### config.mk
export PLATFORM = sky130hd
export DESIGN_NAME = humidity_temp_frame_decoder
export DESIGN_NICKNAME = d
export VERILOG_FILES = /design/src/design/htfd_pkg.sv /design/src/design/htfd_front.sv /design/src/design/htfd_queue.sv /design/src/design/htfd_back.sv /design/src/design/humidity_temp_frame_decoder.sv
export SDC_FILE = /design/constraint.sdc
export NUM_CORES = 1
export LEC_CHECK = 0
export BUFFER_PORTS_ARGS = -buffer_cell sky130_fd_sc_hd__buf_4
export CAP_MARGIN = 20
export CORE_MARGIN = 4
export CORE_UTILIZATION = 35
export DETAILED_ROUTE_END_ITERATION = 6
export GPL_ROUTABILITY_DRIVEN = 0
export PLACE_DENSITY = 0.47
export SETUP_SLACK_MARGIN = 0.2
export SYNTH_ARGS = -nofsm -noshare
export SYNTH_HDL_FRONTEND = slang
export SYNTH_SLANG_ARGS = --single-unit
export TNS_END_PERCENT = 50
### constraint.sdc
create_clock -name clk -period 10.6 [get_ports clk]
set_clock_uncertainty 0.05 [all_clocks]
set_input_delay 0.53 -clock clk [delete_from_list [all_inputs] [get_ports clk]]
set_output_delay 0.53 -clock clk [all_outputs]
set_load 0.05 [all_outputs]
### src/design/htfd_pkg.sv
package htfd_pkg;

	// crc-8 of the measurement words
	localparam logic [7:0] CRC_POLY = 8'h31;
	localparam logic [7:0] CRC_INIT = 8'hFF;

	// conversion constants, hundredths of a unit over a 16-bit full scale
	localparam int unsigned TEMP_SCALE  = 17500;
	localparam int unsigned HUMI_SCALE  = 10000;
	localparam int unsigned TEMP_OFFSET = 4500;
	localparam int unsigned FULL_SCALE  = 65535;
	localparam int unsigned HUMI_MAX    = 10000;

	// product widths: 17500 * 65535 < 2^31, 10000 * 65535 < 2^30
	localparam int unsigned PROD_W = 31;

	// position of the next byte within a frame
	typedef enum logic [2:0] {
		POS_T_MSB = 3'd0,
		POS_T_LSB = 3'd1,
		POS_T_CRC = 3'd2,
		POS_H_MSB = 3'd3,
		POS_H_LSB = 3'd4,
		POS_H_CRC = 3'd5
	} pos_t;

	// one complete frame handed from front to back
	typedef struct packed {
		logic [15:0] temp_raw;
		logic [15:0] humi_raw;
		logic        temp_ok;
		logic        humi_ok;
	} frame_t;

	// bytewise crc update, msb first, no final xor
	function automatic logic [7:0] crc8_update(input logic [7:0] crc, input logic [7:0] b);
		logic [7:0] c;
		c = crc ^ b;
		for (int k = 0; k < 8; k++) begin
			if (c[7]) begin
				c = {c[6:0], 1'b0} ^ CRC_POLY;
			end else begin
				c = {c[6:0], 1'b0};
			end
		end
		return c;
	endfunction

	// floor(x / 65535) for x below 65535 * 32768
	// x = q0 * 65535 + (q0 + lo), and q0 + lo stays below twice the divisor
	function automatic logic [14:0] div_full_scale(input logic [PROD_W-1:0] x);
		logic [14:0] q0;
		logic [16:0] r;
		q0 = x[PROD_W-1:16];
		r  = {1'b0, x[15:0]} + {2'b00, q0};
		if (r >= 17'(FULL_SCALE)) begin
			return q0 + 15'd1;
		end
		return q0;
	endfunction

endpackage

### src/design/htfd_front.sv
module htfd_front (
	input  logic            clk,
	input  logic            arst_n,
	input  logic            push,
	output logic            full,
	input  logic [7:0]      rx_byte,
	input  logic            sync,
	input  logic            q_full,
	output logic            q_push,
	output htfd_pkg::frame_t q_data
);
	import htfd_pkg::*;

	pos_t        pos_q, pos_d, eff_pos;
	logic [7:0]  crc_q, crc_d, crc_in, crc_upd;
	logic [15:0] temp_raw_q, humi_raw_q;
	logic        temp_ok_q;
	logic        accept;
	logic        t_msb_we, t_lsb_we, t_crc_we, h_msb_we, h_lsb_we;
	logic        byte_crc_match;

	// a byte is taken only while the frame queue has room
	assign full   = q_full;
	assign accept = push && !full;

	// sync restarts the frame at its first byte with a fresh crc
	assign eff_pos        = sync ? POS_T_MSB : pos_q;
	assign crc_in         = sync ? CRC_INIT : crc_q;
	assign crc_upd        = crc8_update(crc_in, rx_byte);
	assign byte_crc_match = (crc_in == rx_byte);

	// next byte position
	always_comb begin
		pos_d = pos_q;
		if (accept) begin
			case (eff_pos)
				POS_T_MSB: pos_d = POS_T_LSB;
				POS_T_LSB: pos_d = POS_T_CRC;
				POS_T_CRC: pos_d = POS_H_MSB;
				POS_H_MSB: pos_d = POS_H_LSB;
				POS_H_LSB: pos_d = POS_H_CRC;
				POS_H_CRC: pos_d = POS_T_MSB;
				default:   pos_d = POS_T_LSB;
			endcase
		end
	end

	// per-position actions
	always_comb begin
		crc_d    = crc_q;
		t_msb_we = 1'b0;
		t_lsb_we = 1'b0;
		t_crc_we = 1'b0;
		h_msb_we = 1'b0;
		h_lsb_we = 1'b0;
		q_push   = 1'b0;
		if (accept) begin
			case (eff_pos)
				POS_T_MSB: begin
					t_msb_we = 1'b1;
					crc_d    = crc_upd;
				end
				POS_T_LSB: begin
					t_lsb_we = 1'b1;
					crc_d    = crc_upd;
				end
				POS_T_CRC: begin
					t_crc_we = 1'b1;
					crc_d    = CRC_INIT;
				end
				POS_H_MSB: begin
					h_msb_we = 1'b1;
					crc_d    = crc_upd;
				end
				POS_H_LSB: begin
					h_lsb_we = 1'b1;
					crc_d    = crc_upd;
				end
				POS_H_CRC: begin
					q_push = 1'b1;
					crc_d  = CRC_INIT;
				end
				default: begin
					t_msb_we = 1'b1;
					crc_d    = crc_upd;
				end
			endcase
		end
	end

	// completed frame for the queue
	assign q_data.temp_raw = temp_raw_q;
	assign q_data.humi_raw = humi_raw_q;
	assign q_data.temp_ok  = temp_ok_q;
	assign q_data.humi_ok  = byte_crc_match;

	// position, crc and raw word registers
	always_ff @(posedge clk or negedge arst_n) begin
		if (!arst_n) begin
			pos_q      <= POS_T_MSB;
			crc_q      <= CRC_INIT;
			temp_raw_q <= '0;
			humi_raw_q <= '0;
			temp_ok_q  <= 1'b0;
		end else begin
			pos_q <= pos_d;
			crc_q <= crc_d;
			if (t_msb_we) begin
				temp_raw_q[15:8] <= rx_byte;
			end
			if (t_lsb_we) begin
				temp_raw_q[7:0] <= rx_byte;
			end
			if (t_crc_we) begin
				temp_ok_q <= byte_crc_match;
			end
			if (h_msb_we) begin
				humi_raw_q[15:8] <= rx_byte;
			end
			if (h_lsb_we) begin
				humi_raw_q[7:0] <= rx_byte;
			end
		end
	end

endmodule

### src/design/htfd_queue.sv
module htfd_queue #(
	parameter int unsigned DEPTH = 4
) (
	input  logic             clk,
	input  logic             arst_n,
	input  logic             wr_en,
	input  htfd_pkg::frame_t wr_data,
	output logic             full,
	input  logic             rd_en,
	output htfd_pkg::frame_t rd_data,
	output logic             empty
);
	import htfd_pkg::*;

	localparam int unsigned PTR_W = (DEPTH > 1) ? $clog2(DEPTH) : 1;
	localparam int unsigned CNT_W = $clog2(DEPTH + 1);

	frame_t             mem_q [DEPTH];
	logic [PTR_W-1:0]   wr_ptr_q, rd_ptr_q;
	logic [CNT_W-1:0]   count_q;
	logic               do_wr, do_rd;

	assign full    = (count_q == CNT_W'(DEPTH));
	assign empty   = (count_q == '0);
	assign do_wr   = wr_en && !full;
	assign do_rd   = rd_en && !empty;
	assign rd_data = mem_q[rd_ptr_q];

	// frame storage
	always_ff @(posedge clk) begin
		if (do_wr) begin
			mem_q[wr_ptr_q] <= wr_data;
		end
	end

	// pointers and fill level
	always_ff @(posedge clk or negedge arst_n) begin
		if (!arst_n) begin
			wr_ptr_q <= '0;
			rd_ptr_q <= '0;
			count_q  <= '0;
		end else begin
			if (do_wr) begin
				wr_ptr_q <= (wr_ptr_q == PTR_W'(DEPTH - 1)) ? '0 : wr_ptr_q + 1'b1;
			end
			if (do_rd) begin
				rd_ptr_q <= (rd_ptr_q == PTR_W'(DEPTH - 1)) ? '0 : rd_ptr_q + 1'b1;
			end
			if (do_wr && !do_rd) begin
				count_q <= count_q + 1'b1;
			end else if (do_rd && !do_wr) begin
				count_q <= count_q - 1'b1;
			end
		end
	end

endmodule

### src/design/htfd_back.sv
module htfd_back (
	input  logic               clk,
	input  logic               arst_n,
	input  logic               q_empty,
	input  htfd_pkg::frame_t   q_data,
	output logic               q_pop,
	output logic               empty,
	input  logic               pop,
	output logic signed [14:0] temperature_centi,
	output logic [13:0]        humidity_centi,
	output logic               temp_crc_ok,
	output logic               humi_crc_ok,
	output logic               frame_valid
);
	import htfd_pkg::*;

	logic              v_s1, v_s2;
	logic [PROD_W-1:0] t_prod_s1, h_prod_s1;
	logic              t_ok_s1, h_ok_s1;
	logic [14:0]       t_quot, h_quot;
	logic [15:0]       t_centi;
	logic              ld_s1, ld_s2;

	// stages move on whenever the stage ahead is free or drains
	assign ld_s2 = !v_s2 || pop;
	assign ld_s1 = !v_s1 || ld_s2;
	assign q_pop = ld_s1 && !q_empty;

	// stage 2 arithmetic: reciprocal divide and offset
	assign t_quot  = div_full_scale(t_prod_s1);
	assign h_quot  = div_full_scale(h_prod_s1);
	assign t_centi = {1'b0, t_quot} - 16'(TEMP_OFFSET);

	// valid flags
	always_ff @(posedge clk or negedge arst_n) begin
		if (!arst_n) begin
			v_s1 <= 1'b0;
			v_s2 <= 1'b0;
		end else begin
			if (ld_s1) begin
				v_s1 <= !q_empty;
			end
			if (ld_s2) begin
				v_s2 <= v_s1;
			end
		end
	end

	// stage 1: scale both raw words
	always_ff @(posedge clk) begin
		if (ld_s1) begin
			t_prod_s1 <= PROD_W'(q_data.temp_raw) * PROD_W'(TEMP_SCALE);
			h_prod_s1 <= PROD_W'(q_data.humi_raw) * PROD_W'(HUMI_SCALE);
			t_ok_s1   <= q_data.temp_ok;
			h_ok_s1   <= q_data.humi_ok;
		end
	end

	// stage 2: result register, head of the result queue
	always_ff @(posedge clk) begin
		if (ld_s2) begin
			temperature_centi <= $signed(t_centi[14:0]);
			humidity_centi    <= h_quot[13:0];
			temp_crc_ok       <= t_ok_s1;
			humi_crc_ok       <= h_ok_s1;
			frame_valid       <= t_ok_s1 && h_ok_s1;
		end
	end

	assign empty = !v_s2;

endmodule

### src/design/humidity_temp_frame_decoder.sv
// Measurement frame decoder for a humidity/temperature sensor.
// Input queue side: one received byte per beat on rx_byte, taken when push is
// high and full is low. Six bytes make a frame: temperature word (msb, lsb),
// its crc-8, humidity word (msb, lsb), its crc-8. sync on a beat makes that
// byte the first of a new frame and drops any partial frame.
// Result queue side: while empty is low the oldest result is on the result
// ports; it leaves on a beat with pop high. One result per frame, carrying
// both converted values and the crc flags, even when a check fails.
// Throughput: one byte per cycle while full is low. A finished frame passes the
// frame queue, the scaling multiply register and, after the reciprocal divide,
// the result register before its result is on the ports.
// A stalled receiver holds the result; up to QUEUE_DEPTH + 2 finished frames
// wait inside before full rises, and full follows the frame queue, so while
// it is high no byte is taken, even in the middle of a frame.
// Reset clears byte position, crc and all queues; no result is pending.
module humidity_temp_frame_decoder #(
	parameter int unsigned QUEUE_DEPTH = 4
) (
	input  logic               clk,
	input  logic               arst_n,
	input  logic               push,
	output logic               full,
	input  logic [7:0]         rx_byte,
	input  logic               sync,
	output logic               empty,
	input  logic               pop,
	output logic signed [14:0] temperature_centi,
	output logic [13:0]        humidity_centi,
	output logic               temp_crc_ok,
	output logic               humi_crc_ok,
	output logic               frame_valid
);
	import htfd_pkg::*;

	logic   f_push, q_full, q_empty, q_pop;
	frame_t f_data, q_data;

	// byte intake, crc and frame assembly
	htfd_front u_front (
		.clk     (clk),
		.arst_n  (arst_n),
		.push    (push),
		.full    (full),
		.rx_byte (rx_byte),
		.sync    (sync),
		.q_full  (q_full),
		.q_push  (f_push),
		.q_data  (f_data)
	);

	// frame queue between front and back
	htfd_queue #(
		.DEPTH (QUEUE_DEPTH)
	) u_queue (
		.clk     (clk),
		.arst_n  (arst_n),
		.wr_en   (f_push),
		.wr_data (f_data),
		.full    (q_full),
		.rd_en   (q_pop),
		.rd_data (q_data),
		.empty   (q_empty)
	);

	// unit conversion and result register
	htfd_back u_back (
		.clk               (clk),
		.arst_n            (arst_n),
		.q_empty           (q_empty),
		.q_data            (q_data),
		.q_pop             (q_pop),
		.empty             (empty),
		.pop               (pop),
		.temperature_centi (temperature_centi),
		.humidity_centi    (humidity_centi),
		.temp_crc_ok       (temp_crc_ok),
		.humi_crc_ok       (humi_crc_ok),
		.frame_valid       (frame_valid)
	);

	// front never pushes a frame into a full queue
	a_no_push_full: assert property (@(posedge clk) disable iff (!arst_n)
		f_push |-> !q_full)
		else $error("frame pushed into full queue");

	// queue cannot be full and empty at once
	a_queue_level: assert property (@(posedge clk) disable iff (!arst_n)
		!(q_full && q_empty))
		else $error("frame queue full and empty together");

	// a frame that leaves the queue passes stage 1 into the result register, so a result is then waiting
	a_pop_to_result: assert property (@(posedge clk) disable iff (!arst_n)
		q_pop |-> ##2 !empty)
		else $error("popped frame lost in back pipeline");

	// converted humidity stays in range and the verdict matches both flags
	a_result_sane: assert property (@(posedge clk) disable iff (!arst_n)
		!empty |-> (humidity_centi <= 14'(HUMI_MAX))
			&& (frame_valid == (temp_crc_ok && humi_crc_ok)))
		else $error("result out of range or inconsistent verdict");

endmodule
# Word-level counts from Yosys, hierarchy flattened
# Memories as Yosys holds them, arrays and structs flattened.
# Cells that the tools add are included.
# Widths: inputs -> output; s select.
# totals
wordCells	108
ramBits	136
out_inout_bits	34
regBits	142
romBits	0
latch_bits	0
mem_count	1
# op_classes
muxes	36
bitwise_logic	9
order_cmp	2
div	0
n_addsub	9
eq_ne	9
mul	2
n_shift	0
reduce_logical	19
# mem_list
memory	words	width	rd	rd_clocked_by_memory_dff	write_ports	line	source
u_queue.mem_q	4	34	1	0	1	htfd_queue.sv:18	frame_t mem_q [DEPTH];
# op_table
cell	n
$mux 6	8
$ge 17x16->1 const B	2
$mux 15	2
$mul 16x13->29 const B	1
$mux 14	2
$mul 16x10->26 const B	1
$not 3->3	8
$add 16x14->17	1
$add 16x15->17	1
$mux 1	16
$mux 8	2
$add 15x1->15 const B	1
$pmux 3 s5	1
$sub 15x13->15 const B	1
$add 14x1->14 const B	1
$eq 3x3->1 const B	3
$mux 3	3
$eq 8x8->1	1
$xor 8x8->8	1
$logic_and 1x1->1	7
$eq 3x2->1 const B	2
$logic_not 1->1	6
$reduce_or 5->1	1
$add 2x1->2 const B	2
9 further kinds	12

# Logic depth before layout (Yosys ltp)
# depth
depth_word	19
depth_mapped	24
ltp_nobuf	22

# Modules after synthesis
# From an unflattened synthesis, not the netlist that was laid out.
# hier_totals
hier_cells	1508
area_unflattened_um2	18432.7
# modules_own_cells
mod	instances	area_per_inst_um2	cells_each
htfd_back	1	10775.3	1098
htfd_queue	1	5346.4	215
htfd_front	1	2311.0	195

# Worst setup path before layout
# No wires, ideal clock.
# synth_path
path_type	register -> register
start	reg u_queue.rd_ptr_q[0]
end	reg u_back.t_prod_s1[30], data pin
required_time_ns	10.294
period_less_slack_ns	6.629
arrival_time_ns	6.323
stages_incl_launch_ff	25
setup_slack_ns	3.971
n_path_buf	2
setup_ns	0.256
path_cell_list	dfrtp_1 clkbuf_1 clkbuf_1 mux4_2 ha_1 inv_1 fa_1 inv_1 ha_1 fa_1 inv_1 fa_1 inv_1 ha_1 a21oi_1 nand2b_1 nand2b_1 a21o_1 a21oi_1 o31ai_1 a211o_1 nand2_1 o21ai_0 o41a_1 a31o_2
# synth_between
elab_chain_cells	2
# synth_lines
element	line	source
start: declaration	htfd_queue.sv:19	logic [PTR_W-1:0] wr_ptr_q, rd_ptr_q;
start signal: assignment	htfd_queue.sv:47	rd_ptr_q <= (rd_ptr_q == PTR_W'(DEPTH - 1)) ? '0 : rd_ptr_q + 1'b1;
$mem_v2 4x34	n/a	
$mul 16x13->29	htfd_back.sv:52	t_prod_s1 <= PROD_W'(q_data.temp_raw) * PROD_W'(TEMP_SCALE);
end signal: assignment	htfd_back.sv:52	
end: declaration	htfd_back.sv:18	logic [PROD_W-1:0] t_prod_s1, h_prod_s1;
# No other way between the ends.
# A chain may end at the register's enable or synchronous reset.

# Worst setup path after layout
# Ends and elaborated chain as after synthesis.

==> results list <==
- Along the worst hold path, the cell count comes to 2.
- Summing the sequential cell areas from Yosys gives 45.5% of the chip area.
* H-tree levels: 1
- Netlist area before placement: 17800 sq um
- Number of port buffers: 46
- For this run, the share of the core covered by cells in the final layout is 39.6%.
- Total wire length after detailed routing: 36.6 mm
- At the pin with the least slew margin, the transition time is 1010 ps.
* Met1 track utilization from global routing: 18.9%
* Startpoint of the worst hold path: rx_byte[2]
* Cell accounting for the most synthesized area: sky130_fd_sc_hd__edfxtp_1
- Endpoints failing setup: 0
* Die outline height: 233 um
* Worst hold margin: 218 ps
* Total congestion overflow: 0
- Post-synthesis sequential element count: 278
- Entering global routing, the biggest net connects 59 pins.
* Total routing usage reported by global routing: 13.8%
* Run status: completed
* Dominant register cell in the synthesized netlist: sky130_fd_sc_hd__edfxtp_1
- The die is 233 um wide.
- Starting density of the core: 35.4%
- Nets@finish: 1769
- Required time worst endpoint: 10880 ps
- Total placed instance area: 18900 sq um
* Area of the core: 50200 sq um
- CTS Hold Bufs: 1
- The Yosys step of the flow raised 0 warnings.
- Number of antenna violations at the first check in global routing: 0
- Vias post-DR: 10400
* Busiest metal layer after global routing: met2
- Number of synthesized flops with an enable pin: 225
- STA classifies the critical path endpoint as a register.
* Launch instance of the worst register-to-register path: u_queue.rd_ptr_q[0]
- After detailed routing, the average wire length per cell comes to 16.9 um.
- Number of standard-cell rows in the floorplan: 82
- Before antenna repair, the detailed router went through 4 iterations.
* Async set-or-reset flop fraction in the synthesized netlist: 19.1%
- Vias in the first global route: 11000
* TritonCTS clock tree: built
- Counting I/O delays and the setup requirement, the final critical path takes 6910 ps.
- Leading post-synthesis cells by instance count: sky130_fd_sc_hd__edfxtp_1 (225), sky130_fd_sc_hd__inv_1 (220), sky130_fd_sc_hd__ha_1 (199)
- Global-route wire length before repair: 60.1 mm
- Detailed-route DRC error count: 0
- Worst max-slew margin expressed relative to the limit: 32.7%
- FF-to-FF path depth: 23
* Post CTS Setup Buffer Count: 0
- Sequential cell area: 8090 sq um
- Mapped Avg Cell Area: 12.6 sq um
- Adding up every negative setup slack in the final design gives 0 ps.
- CP startpoint kind: register
- Fin crit share: 65.2%
- In this run the critical register-to-register path is captured at u_back.t_prod_s1[30].
- Most repeated cell in the gate-level netlist after synthesis: sky130_fd_sc_hd__edfxtp_1
- Met2 Usage GRT: 23.7%
- The detail route stage leaves a number of antenna-violating nets equal to 0.
* PostCTS Resize Cnt: 0
- Clock tree synthesis inserted a total of 31 buffers.
- The clock net in this run drives a total of 278 sinks.
- The detailed router finished its first iteration with 464 violations.
* Post-layout instance area: 19900 sq um
- In the final layout, the multi-input gates occupy 8770 sq um.
- The floorplan step defined a die boundary enclosing 54500 sq um.
- Across the run, the number of max-cap violations was 0.
- Antenna diode count: 0
- Maximum net fanout on the critical path: 20
- Pins over their slew limit: 0
- Synth-to-Final Area Change: 11.7%
- Skew-Pair Late Insertion Delay: 580 ps
* Proportion of layout cells with a drive suffix above 1: 13.1%
- Synthesis produced a netlist whose cell count is 1414.
* Sum of net half-perimeters after detailed placement: 28.0 mm
* Critical path start-end classification: register to register
- GR met3 Demand/Resource: 1.95%
* RSZ-0062 raised after global routing: no
- Share of Yosys cell area claimed by the top area cell type: 38.0%
- Clock tree synthesis selected as its root buffer the cell sky130_fd_sc_hd__clkbuf_16.
* Boundary pin count: 47
- Most area-consuming cells after synthesis: sky130_fd_sc_hd__edfxtp_1 (38%), sky130_fd_sc_hd__ha_1 (14%), sky130_fd_sc_hd__fa_1 (9.3%)
- The number of nets in the synthesized netlist is 1709.
- Classification of the worst-slack hold path: primary input to register
- Worst-case register-to-register setup slack: 3690 ps
- Achievable Freq: 145 MHz
* Data arrival time of the critical path: 7190 ps
- Per-cell via count in the routed design: 4.77
* Number of distinct library cells after synthesis: 73
- No sink is reached through more buffers than the 3 on the longest clock path.
- Fill count: 4794
- Clock-pin slew was measured on the worst setup and hold paths at 60 ps.
- The worst hold path terminates at u_front.humi_raw_q[2].
- The number of failing hold endpoints at the final stage is 0.
==> critical path: stages (launching register included) <==
cell	delay (ps)
sky130_fd_sc_hd__dfrtp_2	800
sky130_fd_sc_hd__buf_4	460
sky130_fd_sc_hd__mux4_2	660
sky130_fd_sc_hd__ha_1	320
sky130_fd_sc_hd__inv_1	50
sky130_fd_sc_hd__fa_1	500
sky130_fd_sc_hd__inv_1	40
sky130_fd_sc_hd__ha_1	300
sky130_fd_sc_hd__fa_1	490
sky130_fd_sc_hd__inv_1	60
sky130_fd_sc_hd__fa_1	530
sky130_fd_sc_hd__inv_1	40
sky130_fd_sc_hd__ha_1	340
sky130_fd_sc_hd__a21oi_1	240
sky130_fd_sc_hd__nand2b_1	150
sky130_fd_sc_hd__nand2b_1	60
sky130_fd_sc_hd__a21o_1	170
sky130_fd_sc_hd__a21oi_1	130
sky130_fd_sc_hd__o31ai_1	160
sky130_fd_sc_hd__a211o_1	310
sky130_fd_sc_hd__nand2_1	70
sky130_fd_sc_hd__o21ai_0	110
sky130_fd_sc_hd__o41a_1	360
sky130_fd_sc_hd__a31o_2	260
==> how the worst max path moves through the flow <==
stage                             start              endpoint  slack, ps  cells past startpoint
floorplan           u_queue.rd_ptr_q[0]  u_back.t_prod_s1[30]       3970                     24
finish              u_queue.rd_ptr_q[0]  u_back.t_prod_s1[30]       3690                     23
CTS                 u_queue.rd_ptr_q[0]  u_back.t_prod_s1[30]       3600                     23
global placement    u_queue.rd_ptr_q[0]  u_back.t_prod_s1[30]       3680                     23
global route        u_queue.rd_ptr_q[0]  u_back.t_prod_s1[28]       3130                     21
detailed placement  u_queue.rd_ptr_q[0]  u_back.t_prod_s1[30]       3610                     23
==> placed cells by master, fill, tap and decap left out, drive strengths merged, types with 22 or more instances in the layout <==
master | netlist | routed
clkbuf | 21 | 49
mux2 | 40 | 40
inv | 220 | 221
nor2 | 61 | 61
edfxtp | 225 | 225
buf | 4 | 51
xor2 | 36 | 36
ha | 199 | 199
mux4 | 34 | 34
o21ai | 37 | 37
nand2 | 51 | 51
dfrtp | 45 | 45
xnor2 | 67 | 67
fa | 83 | 83
a21o | 22 | 22
a21oi | 65 | 65
==> sequential cells by signal, indices dropped and copies added, names as in the netlist, 2 cells and up <==
| signal | count |
|---|---|
| u_front.humi_raw_q | 16 |
| u_back.humidity_centi | 14 |
| u_queue.wr_ptr_q | 2 |
| u_queue.rd_ptr_q | 2 |
| u_back.h_prod_s1 | 26 |
| u_queue.count_q | 3 |
| u_back.t_prod_s1 | 29 |
| u_front.pos_q | 3 |
| u_back.temperature_centi | 15 |
| u_front.temp_raw_q | 16 |
| u_front.crc_q | 8 |
| u_queue.mem_q | 136 |
==> metal layers <==
layer  wire, um  vias up  share of wire, %
met2      17400      139                48
met3       1240       46               3.4
li1           -     5120                 -
met4        721        0               2.0
met1      17200     5061                47
met5          0        -                 0
==> metrics by stage <==
stage | setup slack, ps | std cells
after floorplan | 3970 | 1414
after detailed placement | 3610 | 2112
final | 3690 | 2171
after global routing | 3130 | 2171
after global placement | 3680 | 2112
after CTS | 3600 | 2171
==> cells by family (layout without fill, tap and decap cells) <==
kind of cell / Yosys count / after routing / synth area share (%)
adder cells (fa/ha/maj): 282 / 282 / 23.3
multiplexers: 76 / 76 / 6.95
flip-flops: 278 / 278 / 45.5
AND/OR/NAND/NOR: 235 / 235 / 6.59
AO/OA/AOI/OAI: 195 / 195 / 7.30
buffers and inverters: 245 / 330 / 5.22
XOR/XNOR: 103 / 103 / 5.07
==> layout make-up <==
class	count	share of cell area, %
clock buffers	49	4.29
clock inverters	9	0.447
inverters	220	4.16
multi-input cells	891	44.2
flip-flops and latches	278	40.7
well taps	672	4.23
repair buffers	52	1.98
Power is left out: the tool's default activity adds up to more than one toggle a clock period on the data nets, which glitch-free logic cannot reach.
